[config.mk]
export PLATFORM = sky130hd
export DESIGN_NAME = utf8_first_codepoint_decoder_top
export DESIGN_NICKNAME = d
export VERILOG_FILES = /design/src/rtl/u8fcd_pkg.sv /design/src/rtl/utf8_first_codepoint_decoder_top.sv
export SDC_FILE = /design/constraint.sdc
export NUM_CORES = 1
export LEC_CHECK = 0
export BUFFER_PORTS_ARGS = -buffer_cell sky130_fd_sc_hd__buf_2
export CAP_MARGIN = 20
export CORE_MARGIN = 5
export CORE_UTILIZATION = 35
export DETAILED_ROUTE_END_ITERATION = 6
export GPL_TIMING_DRIVEN = 1
export PLACE_DENSITY_LB_ADDON = 0.1
export SLEW_MARGIN = 20
export SYNTH_ARGS = -nofsm -noshare
export SYNTH_HDL_FRONTEND = slang
export SYNTH_SLANG_ARGS = --single-unit
[constraint.sdc]
create_clock -name clk -period 3.02 [get_ports clk]
set_clock_uncertainty 0.05 [all_clocks]
set_input_delay 0.151 -clock clk [delete_from_list [all_inputs] [get_ports clk]]
set_output_delay 0.151 -clock clk [all_outputs]
set_load 0.1 [all_outputs]
[src/rtl/u8fcd_pkg.sv]
// shared types, constants and checks for the utf-8 first code point decoder
package u8fcd_pkg;

    localparam int unsigned BYTE_W = 8;
    localparam int unsigned CP_W   = 21;
    localparam int unsigned LEFT_W = 2;
    localparam int unsigned LEN_W  = 3;

    localparam logic [CP_W-1:0] CP_MAX       = 21'h10FFFF;
    localparam logic [CP_W-1:0] SURR_LO      = 21'h00D800;
    localparam logic [CP_W-1:0] SURR_HI      = 21'h00DFFF;
    localparam logic [CP_W-1:0] MIN_LEN2     = 21'h000080;
    localparam logic [CP_W-1:0] MIN_LEN3     = 21'h000800;
    localparam logic [CP_W-1:0] MIN_LEN4     = 21'h010000;

    localparam logic [LEN_W-1:0] SEQ_LEN2 = 3'd2;
    localparam logic [LEN_W-1:0] SEQ_LEN3 = 3'd3;
    localparam logic [LEN_W-1:0] SEQ_LEN4 = 3'd4;

    // decoder phase, one-hot
    typedef enum logic [2:0] {
        PH_LEAD    = 3'b001,
        PH_COLLECT = 3'b010,
        PH_SKIP    = 3'b100
    } phase_t;

    // legal scalar value: nonzero, in range and not a surrogate
    function automatic logic scalar_ok(input logic [CP_W-1:0] cp);
        scalar_ok = (cp != '0) && (cp <= CP_MAX) && !((cp >= SURR_LO) && (cp <= SURR_HI));
    endfunction

    // smallest value that is not overlong for a sequence length
    function automatic logic [CP_W-1:0] min_for_len(input logic [LEN_W-1:0] len);
        case (len)
            SEQ_LEN2: min_for_len = MIN_LEN2;
            SEQ_LEN3: min_for_len = MIN_LEN3;
            SEQ_LEN4: min_for_len = MIN_LEN4;
            default:  min_for_len = '0;
        endcase
    endfunction

endpackage

[src/rtl/utf8_first_codepoint_decoder_top.sv]
// top level of the utf-8 first code point decoder
//
// Input channel (in_valid/in_ready) carries one byte of a string per request,
// with last_byte set on the final byte of each string. Output channel
// (out_valid/out_ready) carries one request per string: codepoint and
// valid_res, where codepoint is zero whenever valid_res is low.
// The first utf-8 sequence of each string is decoded strictly: bad lead or
// continuation bytes, overlong forms, surrogates, zero and values above
// 0x10FFFF give an invalid result, as does a string that ends early.
// The result leaves at the byte that settles it; later bytes of that string
// are dropped until the last-byte mark.
// A byte is accepted into the input register and decoded from there; its
// result, if any, is written to the output register when the held byte moves
// on. Throughput: one byte per cycle while the receiver does not stall, set by
// the single decode step between the input register and the output register.
// Reset clears both register valids and returns the decoder to expecting a
// lead byte. When the receiver stalls with a result waiting, the held byte
// stays in the input register and in_ready drops; one byte is still taken
// while the output register is full.
module utf8_first_codepoint_decoder_top (
    input  logic                          clk,
    input  logic                          rst_n,
    input  logic                          in_valid,
    output logic                          in_ready,
    input  logic [u8fcd_pkg::BYTE_W-1:0]  in_byte,
    input  logic                          last_byte,
    output logic                          out_valid,
    input  logic                          out_ready,
    output logic [u8fcd_pkg::CP_W-1:0]    codepoint,
    output logic                          valid_res
);
    import u8fcd_pkg::*;

    logic                s1_valid_reg;
    logic [BYTE_W-1:0]   s1_byte_reg;
    logic                s1_last_reg;

    phase_t              phase_reg, phase_next;
    logic [LEFT_W-1:0]   left_reg, left_next;
    logic [LEN_W-1:0]    seq_len_reg, seq_len_next;
    logic [CP_W-1:0]     partial_reg, partial_next;

    logic                out_valid_reg;
    logic [CP_W-1:0]     cp_reg, cp_next;
    logic                ok_reg, ok_next;

    logic                step;
    logic                emit;
    phase_t              after;
    logic [CP_W-1:0]     acc;

    // the held byte moves on whenever the output register can take a result
    assign step     = s1_valid_reg && (!out_valid_reg || out_ready);
    assign in_ready = !s1_valid_reg || step;

    // input register
    always_ff @(posedge clk or negedge rst_n)
    begin
        if (!rst_n)
        begin
            s1_valid_reg <= 1'b0;
        end
        else if (in_ready)
        begin
            s1_valid_reg <= in_valid;
        end
    end

    always_ff @(posedge clk)
    begin
        if (in_ready && in_valid)
        begin
            s1_byte_reg <= in_byte;
            s1_last_reg <= last_byte;
        end
    end

    // decode step for the held byte
    always_comb
    begin
        after        = s1_last_reg ? PH_LEAD : PH_SKIP;
        acc          = {partial_reg[CP_W-7:0], s1_byte_reg[5:0]};
        phase_next   = phase_reg;
        left_next    = left_reg;
        seq_len_next = seq_len_reg;
        partial_next = partial_reg;
        emit         = 1'b0;
        cp_next      = '0;
        ok_next      = 1'b0;
        case (phase_reg)
            PH_SKIP:
            begin
                if (s1_last_reg)
                begin
                    phase_next = PH_LEAD;
                end
            end
            PH_COLLECT:
            begin
                if (s1_byte_reg[7:6] != 2'b10)
                begin
                    emit       = 1'b1;
                    phase_next = after;
                end
                else if (left_reg <= 2'd1)
                begin
                    emit         = 1'b1;
                    ok_next      = (acc >= min_for_len(seq_len_reg)) && scalar_ok(acc);
                    cp_next      = ok_next ? acc : '0;
                    partial_next = acc;
                    left_next    = '0;
                    phase_next   = after;
                end
                else
                begin
                    partial_next = acc;
                    left_next    = left_reg - 2'd1;
                    if (s1_last_reg)
                    begin
                        emit       = 1'b1;
                        phase_next = PH_LEAD;
                    end
                end
            end
            default:
            begin
                // lead byte; an unused phase code acts the same
                if (!s1_byte_reg[7])
                begin
                    emit       = 1'b1;
                    ok_next    = (s1_byte_reg != '0);
                    cp_next    = {{(CP_W-BYTE_W){1'b0}}, s1_byte_reg};
                    phase_next = after;
                end
                else if ((s1_byte_reg[7:5] != 3'b110) && (s1_byte_reg[7:4] != 4'b1110)
                         && (s1_byte_reg[7:3] != 5'b11110))
                begin
                    emit       = 1'b1;
                    phase_next = after;
                end
                else if (s1_last_reg)
                begin
                    emit       = 1'b1;
                    phase_next = PH_LEAD;
                end
                else
                begin
                    phase_next = PH_COLLECT;
                    if (s1_byte_reg[7:5] == 3'b110)
                    begin
                        seq_len_next = SEQ_LEN2;
                        left_next    = 2'd1;
                        partial_next = {{(CP_W-5){1'b0}}, s1_byte_reg[4:0]};
                    end
                    else if (s1_byte_reg[7:4] == 4'b1110)
                    begin
                        seq_len_next = SEQ_LEN3;
                        left_next    = 2'd2;
                        partial_next = {{(CP_W-4){1'b0}}, s1_byte_reg[3:0]};
                    end
                    else
                    begin
                        seq_len_next = SEQ_LEN4;
                        left_next    = 2'd3;
                        partial_next = {{(CP_W-3){1'b0}}, s1_byte_reg[2:0]};
                    end
                end
            end
        endcase
    end

    // decoder state
    always_ff @(posedge clk or negedge rst_n)
    begin
        if (!rst_n)
        begin
            phase_reg   <= PH_LEAD;
            left_reg    <= '0;
            seq_len_reg <= '0;
            partial_reg <= '0;
        end
        else if (step)
        begin
            phase_reg   <= phase_next;
            left_reg    <= left_next;
            seq_len_reg <= seq_len_next;
            partial_reg <= partial_next;
        end
    end

    // output register
    always_ff @(posedge clk or negedge rst_n)
    begin
        if (!rst_n)
        begin
            out_valid_reg <= 1'b0;
        end
        else if (step)
        begin
            out_valid_reg <= emit;
        end
        else if (out_ready)
        begin
            out_valid_reg <= 1'b0;
        end
    end

    always_ff @(posedge clk)
    begin
        if (step && emit)
        begin
            cp_reg <= cp_next;
            ok_reg <= ok_next;
        end
    end

    assign out_valid = out_valid_reg;
    assign codepoint = cp_reg;
    assign valid_res = ok_reg;

`ifndef ASSERT_OFF
    // an invalid result always carries a zero code point
    a_invalid_zero: assert property (@(posedge clk) disable iff (!rst_n)
        (out_valid && !valid_res) |-> (codepoint == '0))
        else $error("invalid result with nonzero code point");

    // a valid result is a legal scalar value
    a_valid_legal: assert property (@(posedge clk) disable iff (!rst_n)
        (out_valid && valid_res) |-> scalar_ok(codepoint))
        else $error("valid result outside the legal range");

    // collecting always expects at least one more continuation byte
    a_collect_left: assert property (@(posedge clk) disable iff (!rst_n)
        (phase_reg == PH_COLLECT) |-> (left_reg != '0))
        else $error("collecting with no bytes left");

    // input is blocked only by a held byte that cannot move
    a_ready_cause: assert property (@(posedge clk) disable iff (!rst_n)
        !in_ready |-> (s1_valid_reg && out_valid_reg && !out_ready))
        else $error("input stalled without cause");
`endif

endmodule

==> flow_summary_export.csv, run 1 <==
group,metric,value,unit
outcome,status,"completed",
drt,drt-total-wl,4.98,mm
logic_synthesis,synth_cells,192,
placed_design,io_buffers,36,
drt,vias,1645,
floorplanning,fp.dieH,93,µm
power,leakage,1.20,nW
sta,finalHoldViolCount,0,
floorplanning,fp.dieW,93,µm
critical_path,required,3.05,ns
sta,worstMarginPinSlew,0.721,ns
sta,slew_viol_final,0,
floorplanning,die_area,8650,µm²
sta,setup_tns,0,ns
power,sw_frac_of_total,0.415,
floorplanning,core,6760,µm²
logic_synthesis,synth_edf_count,31,
final_layout,antenna_cells,0,
clock_network,cts_made_buffers,5,
power,p_comb_frac,0.348,
logic_synthesis,synth_most_common_cell,"edfxtp_1",
clock_network,root_buffer,"clkbuf_8",
critical_path,cp_max_fo,21,
power,power_frac_clock,0.205,
floorplanning,row_count,30,
logic_synthesis,synth_top_area_share,0.386,
grt,antenna_found_initial,0,
drt,first_pass_iters,4,
grt,grt_pass1_wl,8.41,mm
grt,overflow,0,
placed_design,pre_cts_ws,0.146,ns
logic_synthesis,syn-cell-area,2410,µm²
power,peakVddDrop,0.408,mV
clock_network,clock_path_buffers,2,
logic_synthesis,ys_warn_count,0,
clock_network,cts_tree,"done",
drt,wl_per_cell,15.1,µm
power,p_int,1.40,mW
critical_path,r2r_cells,7,
logic_synthesis,ys_seq_area_frac,0.646,
floorplanning,initial_core_util,0.357,
worst_hold_path,min_to,"out_valid",
final_layout,drive_gt1_frac,0.249,
worst_hold_path,min_from,"out_ready",
sta,fmax,357,MHz
power,powerDensity,808,nW/µm²
critical_path,cp-end-kind,"flip-flop",
sta,worst_slack,0.218,ns
logic_synthesis,yosysTopAreaCell,"edfxtp_1",
job,max_cap_violations,0,
critical_path,crit_start,"seq_len_reg[0]",
power,seqPwrFrac,0.447,
final_layout,nNetsFinal,264,
critical_path,worst-r2r-setup-slack,0.22,ns
clock_network,path_clk_slew,0.10,ns
worst_hold_path,worstHoldPathCells,3,
final_layout,instances_no_fill,329,
sta,final.period_utilization,0.928,
critical_path,r2r-end,"codepoint[6]",
sta,setup-violations-final,0,
clock_network,cts_setup_buffers,0,
critical_path,critical_path_class,"flip-flop to flip-flop",
placed_design,hpwl,3.46,mm
logic_synthesis,netlist_top_cells_area,"edfxtp_1, dfrtp_1, nand2_1",
logic_synthesis,synthFlopType,"edfxtp_1",
clock_network,cts.sinks,56,
logic_synthesis,synth_common_cells,"edfxtp_1, nand2_1, dfrtp_1, and2_1, o21ai_1",
placed_design,place_inst,310,
grt,grt_usage,0.126,
sta,timing.slew.headroom,0.519,
critical_path,reg2reg_from,"seq_len_reg[0]",
clock_network,clk_latency,0.31,ns
grt,grt_max_degree,26,
final_layout,final_util,0.438,
final_layout,area_growth,22.7,%
power,p_sw,992,µW
logic_synthesis,synth_fp_nets,208,
clock_network,htree_levels,2,
grt,grt_pass1_vias,1675,
logic_synthesis,async_flop_share,0.446,
final_layout,largest_reg_flops,21,
drt,route.detailed.drc,0,
drt,drtIter0Drc,50,
logic_synthesis,syn_area_per_cell,12.6,µm²
drt,ant_nets,0,
logic_synthesis,synth_cell_type_count,43,
placed_design,place_congestion,0.733,
worst_hold_path,hold_path_class,"input port to flip-flop",
logic_synthesis,ys_seq_elements,56,
drt,drt-vias-per-instance,5.00,
critical_path,arrival,2.83,ns
critical_path,start_kind,"flip-flop",
sta,rsz0062_at_grt,"no",
sta,period_minus_slack,2.80,ns
floorplanning,ios,37,
-- stage by stage --
stage | area [µm²] | power (mW) | hold slack (ns)
2_1_floorplan | 2420 | 1.73 | -0.195
4_1_cts | 2950 | 2.41 | 0.0936
3_3_place_gp | 2730 | 1.91 | 0.143
5_1_grt | 2960 | 2.50 | 0.125
3_5_place_dp | 2730 | 1.91 | 0.138
6_report | 2960 | 2.39 | 0.0907
-- timing repair --
action	in CTS	in global routing
gates resized for setup	0	1
hold endpoints to repair	34	0
endpoints found under the setup margin	0	1
hold buffers	11	0
-- how the worst max path moves through the flow --
stage	to	slack (ns)	cells after the start
after floorplan	s1_byte_reg[0]	0.20	2
after global placement	codepoint[6]	0.18	7
after detailed placement	codepoint[6]	0.15	7
after CTS	codepoint[6]	0.13	7
after global routing	codepoint[6]	0.07	7
final	codepoint[6]	0.22	7
-- cell type report --
| cell class | instances | area, µm² |
|---|---|---|
| Fill cell | 628 | 3800 |
| Sequential cell | 56 | 1560 |
| Multi-Input combinational cell | 126 | 811 |
| Timing Repair Buffer | 55 | 363 |
| Tap cell | 80 | 100 |
| Clock buffer | 5 | 68.8 |
| Clock inverter | 3 | 42.5 |
| Inverter | 4 | 15.0 |
-- power groups by stage --
stage / clock, mW / combinational (mW) / sequential [mW]
6_report: 0.490 / 0.831 / 1.07
5_1_grt: 0.539 / 0.877 / 1.09
2_1_floorplan: 0 / 0.221 / 1.51
4_1_cts: 0.503 / 0.837 / 1.07
3_5_place_dp: 0 / 0.824 / 1.08
3_3_place_gp: 0 / 0.826 / 1.08
-- layout by cell type, fill, tap and decap left out, types with 2 or more instances in the layout --
master	n
or4_1	4
nor4_1	2
nor3b_1	3
or3_1	2
and2_1	15
dlygate4sd3_1	11
edfxtp_1	31
clkbuf_8	5
o21ai_0	3
nor2_1	7
o31ai_1	2
nand2_1	26
buf_4	7
nand2b_1	3
mux2_2	3
dfrtp_1	24
nand3_1	2
ha_1	3
o21ai_1	14
o41ai_1	2
nor3_1	2
a22o_1	2
nand4_1	2
o21a_1	6
inv_1	4
nand3b_1	2
mux2_1	3
buf_2	36
a21oi_1	2
-- logic make-up after synthesis --
group                      Yosys count  synth area share
AOI/OAI and AO/OA                   37            0.0991
xor gates and xnor gates             1           0.00363
adders and majority gates            3            0.0156
buffers and inverters               10            0.0218
DFF                                 56             0.646
muxes                                7            0.0322
and+or+nand+nor                     78             0.182
-- routing by layer --
| layer | share of wire | wire, µm | global-route usage |
|---|---|---|---|
| met3 | 0.041 | 206 | 0.0274 |
| met1 | 0.46 | 2290 | 0.159 |
| met4 | 0.014 | 71 | 0.0440 |
| met2 | 0.48 | 2420 | 0.213 |
| met5 | 0 | 0 | 0 |
-- worst max-delay path, cell delays in order (launching register included) --
cell and delay [ns]:
dfrtp_1 0.41, or3_1 0.38, ha_1 0.19, or4b_2 0.68
a2111oi_2 0.33, nor4_2 0.14, buf_12 0.17, a22o_1 0.22
(Power assumes the default switching activity.)
==> run 2, diff against run 1 <==
==> constraint.sdc (replaced) <==
create_clock -name clk -period 3.4 [get_ports clk]
set_clock_uncertainty 0.05 [all_clocks]
set_input_delay 0.17 -clock clk [delete_from_list [all_inputs] [get_ports clk]]
set_output_delay 0.17 -clock clk [all_outputs]
set_load 0.1 [all_outputs]
==> run 2 against run 1 <==
Worst setup slack improved by 0.32 ns; final area decreased by 2.9%; non-clock buffer count decreased by 6; worst hold slack got worse by 0.079 ns; critical path depth unchanged; clock power decreased by 24%; critical path type unchanged; register-to-register slack improved by 0.32 ns; power decreased by 15%; sequential share of layout area increased by 1.6 points.
==> flow_summary_export.csv, run 2 (synthesized netlist as in run 1, its figures left out) <==
group,metric,value,unit
drt,drtIter0Drc,46,
sta,period_minus_slack,2.86,ns
final_layout,final_cell_mix,"buf_2, edfxtp_1, nand2_1, dfrtp_1, and2_1",
clock_network,htree_levels,2,
floorplanning,die_area,8650,µm²
drt,route.detailed.drc,0,
sta,worstMarginPinSlew,0.906,ns
sta,slew_viol_final,0,
critical_path,start_kind,"flip-flop",
worst_hold_path,hold_path_class,"input port to flip-flop",
grt,antenna_found_initial,0,
clock_network,clk_latency,0.32,ns
floorplanning,core,6760,µm²
power,total_power,2.04,mW
floorplanning,fp.dieH,93,µm
clock_network,cts.sinks,56,
power,leakage,1.16,nW
clock_network,cts_made_buffers,5,
clock_network,root_buffer,"clkbuf_8",
sta,rsz0062_at_grt,"no",
floorplanning,ios,37,
placed_design,hpwl,3.32,mm
critical_path,critical_path_class,"flip-flop to flip-flop",
sta,setup_tns,0,ns
critical_path,cp_max_fo,22,
grt,grt_pass1_wl,7.91,mm
sta,final.period_utilization,0.842,
final_layout,fillers,666,
floorplanning,initial_core_util,0.357,
sta,timing.slew.headroom,0.396,
final_layout,final_common_cell,"buf_2",
sta,fmax,349,MHz
job,max_cap_violations,0,
placed_design,place_congestion,0.703,
drt,vias,1580,
sta,worst_slack,0.536,ns
grt,grt_max_degree,31,
drt,drt-vias-per-instance,4.89,
grt,grt_usage,0.118,
final_layout,largest_reg_flops,21,
floorplanning,fp.dieW,93,µm
clock_network,clock_path_buffers,2,
final_layout,nNetsFinal,258,
critical_path,required,3.44,ns
grt,grt_pass1_vias,1617,
final_layout,drive_gt1_frac,0.230,
outcome,status,"completed",
final_layout,final_util,0.425,
power,powerDensity,709,nW/µm²
clock_network,path_clk_slew,0.11,ns
critical_path,cp-end-kind,"flip-flop",
grt,overflow,0,
clock_network,cts_resized,0,
placed_design,io_buffers,36,
clock_network,cts_tree,"done",
sta,setup-violations-final,0,
drt,wl_per_cell,14.5,µm
floorplanning,row_count,30,
sta,finalHoldViolCount,0,
drt,first_pass_iters,4,
drt,ant_nets,0,
final_layout,area_growth,19.1,%
drt,drt-total-wl,4.67,mm
placed_design,pre_cts_ws,0.494,ns
final_layout,antenna_cells,0,
critical_path,arrival,2.90,ns
power,peakVddDrop,0.338,mV
## run 2: changes by cell type in the layout (fill, tap and decap cells not counted)
cell | before | now
dlygate4sd3_1 | 11 | 10
inv_6 | 0 | 1
clkinvlp_4 | 1 | 0
a2111oi_2 | 1 | 0
clkinv_4 | 0 | 1
buf_12 | 1 | 0
a2111oi_1 | 0 | 1
buf_4 | 7 | 3
bufinv_16 | 1 | 0
## run 2: what timing repair did
action                     in CTS  in global routing
setup endpoints to repair       0                  0
hold endpoints to repair       33                  0
hold buffers                   10                  0
setup buffers                   0                  0
## run 2: final timing paths
kind,end,cells after the start,start,slack [ns]
hold / removal,s1_valid_reg,2,in_valid,0.01
min in group asynchronous,partial_reg[2],2,rst_n,0.34
max in group asynchronous,partial_reg[12],2,rst_n,2.56
hold reg to reg,partial_reg[12],2,partial_reg[12],0.48
setup reg to reg,codepoint[6],7,seq_len_reg[0],0.54
setup / recovery,codepoint[6],7,seq_len_reg[0],0.54
## run 2: critical path: stages, from the launching register on
cell	delay, ns
dfrtp_1	0.41
or3_1	0.38
ha_1	0.19
or4b_2	0.66
a2111oi_1	0.40
nor4_2	0.10
buf_4	0.21
a22o_1	0.23
## run 2: stage by stage
| step | instance area [µm²] | hold WS (ns) | std cells |
|---|---|---|---|
| CTS | 2870 | 0.00261 | 323 |
| detailed placement | 2680 | 0.163 | 305 |
| global route | 2870 | 0.000912 | 323 |
| finish | 2870 | 0.0119 | 323 |
| global placement | 2680 | 0.163 | 305 |
| floorplan | 2410 | -0.176 | 192 |
## run 2: layout make-up
type	instances	area (µm²)	share of cell area
clock buffers	5	68.8	0.0240
clock inverters	3	22.5	0.00784
flip-flops and latches	56	1560	0.542
repair buffers	49	303	0.105
multi-input cells	126	806	0.280
inverters	4	15.0	0.00523
well taps	80	100	0.0348
## run 2: routing by layer
| layer | up-vias | GRT usage | routed length, µm |
|---|---|---|---|
| met5 | - | 0 | 0 |
| met4 | 0 | 0.0403 | 59 |
| met3 | 7 | 0.0241 | 158 |
| met2 | 30 | 0.205 | 2300 |
| met1 | 737 | 0.145 | 2160 |
| li1 | 806 | - | - |
## run 2: report_power, final
group,total [mW],internal (mW),switching [mW]
sequential,0.956,0.864,0.0921
combinational,0.707,0.146,0.561
clock,0.374,0.148,0.225
==> run 3, diff against run 2 <==
==> constraint.sdc (replaced) <==
create_clock -name clk -period 2.95 [get_ports clk]
set_clock_uncertainty 0.05 [all_clocks]
set_input_delay 0.1475 -clock clk [delete_from_list [all_inputs] [get_ports clk]]
set_output_delay 0.1475 -clock clk [all_outputs]
set_load 0.1 [all_outputs]
==> run 3 against run 2 <==
Final area rose by 2.7%; clock-buffer cell count up 1; die area is the same; critical path depth unchanged; combinational power up 21%; non-clock buffer count increased by 8; largest cell class unchanged; highest routed layer unchanged.
==> flow_summary_export.csv, run 3 (synthesized netlist as in run 1, its figures left out) <==
group,metric,value,unit
critical_path,cp-end-kind,"flip-flop",
drt,route.detailed.drc,0,
power,sw_frac_of_total,0.428,
clock_network,clk_latency,0.31,ns
final_layout,fin_area,2950,µm²
drt,wl_per_cell,14.7,µm
sta,timing.slew.headroom,0.595,
final_layout,largest_reg_flops,21,
power,leakage,1.19,nW
clock_network,path_clk_slew,0.10,ns
final_layout,area_growth,22.4,%
placed_design,io_buffers,36,
clock_network,htree_levels,2,
worst_hold_path,min_from,"out_ready",
drt,vias,1603,
floorplanning,die_area,8650,µm²
grt,grt_pass1_vias,1671,
drt,drtIter0Drc,38,
grt,antenna_found_initial,0,
power,p_comb_frac,0.363,
floorplanning,fp.dieW,93,µm
drt,ant_nets,0,
critical_path,slowest_delay,0.68,ns
critical_path,slowest_stage,"or4b_2",
floorplanning,core,6760,µm²
critical_path,start_kind,"flip-flop",
sta,period_minus_slack,2.80,ns
power,peakVddDrop,0.335,mV
drt,drt-vias-per-instance,4.84,
sta,worstMarginPinSlew,0.603,ns
final_layout,multi_input_area,811,µm²
power,total_power,2.36,mW
power,seqPwrFrac,0.461,
drt,drt-total-wl,4.86,mm
floorplanning,initial_core_util,0.357,
placed_design,place_congestion,0.728,
sta,final.period_utilization,0.948,
clock_network,cts_setup_buffers,0,
worst_hold_path,hold_path_class,"input port to flip-flop",
critical_path,worst-r2r-setup-slack,0.15,ns
grt,grt_pass1_wl,8.30,mm
clock_network,cts_tree,"done",
drt,first_pass_iters,4,
grt,overflow,0,
final_layout,nNetsFinal,266,
job,max_cap_violations,0,
final_layout,area.sequential,1560,µm²
final_layout,drive_gt1_frac,0.251,
critical_path,path_cells,"or3_1, ha_1, or4b_2, a2111oi_2, nor4_2, buf_12, a22o_1",
sta,fmax,358,MHz
final_layout,antenna_cells,0,
clock_network,clock_path_buffers,2,
critical_path,critical_path_class,"flip-flop to flip-flop",
final_layout,fillers,648,
floorplanning,fp.dieH,93,µm
clock_network,root_buffer,"clkbuf_8",
sta,slew_viol_final,0,
outcome,status,"completed",
power,power_frac_clock,0.177,
sta,setup-violations-final,0,
final_layout,final_cell_mix,"buf_2, edfxtp_1, nand2_1, dfrtp_1, and2_1",
critical_path,cp_max_fo,21,
critical_path,r2r-end,"codepoint[6]",
placed_design,placement.cell_area,2750,µm²
critical_path,arrival,2.82,ns
worst_hold_path,worstHoldPathCells,3,
clock_network,cts.sinks,56,
floorplanning,row_count,30,
critical_path,required,2.97,ns
worst_hold_path,min_to,"out_valid",
critical_path,r2r_cells,7,
sta,finalHoldViolCount,0,
clock_network,cts_made_buffers,5,
grt,grt_usage,0.123,
power,p_sw,1.01,mW
critical_path,reg2reg_from,"seq_len_reg[1]",
power,p_int,1.35,mW
placed_design,hpwl,3.43,mm
sta,timing.hold.ws,0.0896,ns
power,powerDensity,801,nW/µm²
floorplanning,ios,37,
grt,grt_max_degree,31,
final_layout,final_common_cell,"buf_2",
## run 3: cell types whose count changed in the layout (fill, tap and decap cells not counted)
cell,previous run,this run
buf_4,3,9
a2111oi_1,1,0
a2111oi_2,0,1
buf_12,0,1
clkbuf_1,0,1
clkinv_2,1,0
clkinvlp_4,0,1
dlygate4sd3_1,10,11
inv_6,1,0
## run 3: power by group through the flow
stage	clock [mW]	sequential, mW	combinational, mW
2_1_floorplan	0	1.55	0.226
3_3_place_gp	0	1.11	0.852
3_5_place_dp	0	1.11	0.852
4_1_cts	0.437	1.09	0.865
5_1_grt	0.465	1.11	0.908
6_report	0.418	1.09	0.858
## run 3: timing repair
action | in CTS | in global routing
hold endpoints to repair | 34 | 0
hold buffers | 11 | 0
resized for setup | 0 | 1
setup endpoints to repair | 0 | 1
## run 3: metal layers
| metal | global-route usage | vias up | wire (µm) |
|---|---|---|---|
| li1 | - | 824 | - |
| met1 | 0.145 | 740 | 2210 |
| met2 | 0.221 | 31 | 2400 |
| met3 | 0.0265 | 8 | 180 |
| met4 | 0.0403 | 0 | 74 |
| met5 | 0 | - | 0 |
## run 3: metrics by stage
stage / std cells / utilization / setup TNS [ns] / setup WS (ns)
floorplan: 192 / - / 0 / 0.129
global placement: 312 / 0.406 / 0 / 0.133
detailed placement: 312 / 0.406 / 0 / 0.0831
CTS: 331 / 0.436 / 0 / 0.0620
global route: 331 / 0.437 / -0.0113 / -0.0113
finish: 331 / 0.437 / 0 / 0.153
## run 3: final cells by class
class	count	area share
flip-flops and latches	56	0.528
inverters	4	0.00509
clock inverters	2	0.00551
clock buffers	6	0.0246
multi-input cells	126	0.275
repair buffers	57	0.128
well taps	80	0.0339
## run 3: critical path: cells and delay by family (launching register included)
| family | cells | cell delay [ns] |
|---|---|---|
| flip-flops | 1 | 0.42 |
| adder cells (fa/ha/maj) | 1 | 0.19 |
| buffers and inverters | 1 | 0.17 |
| AND/OR/NAND/NOR | 3 | 1.16 |
| AO/OA/AOI/OAI | 2 | 0.57 |
## run 3: worst max-delay path by stage
stage	cells after the start	from	slack, ns	to
2_1_floorplan	2	out_valid	0.13	s1_byte_reg[0]
3_3_place_gp	7	seq_len_reg[1]	0.13	codepoint[6]
3_5_place_dp	7	seq_len_reg[1]	0.08	codepoint[6]
4_1_cts	7	seq_len_reg[1]	0.06	codepoint[6]
5_1_grt	7	seq_len_reg[1]	-0.01	codepoint[6]
6_report	7	seq_len_reg[1]	0.15	codepoint[6]
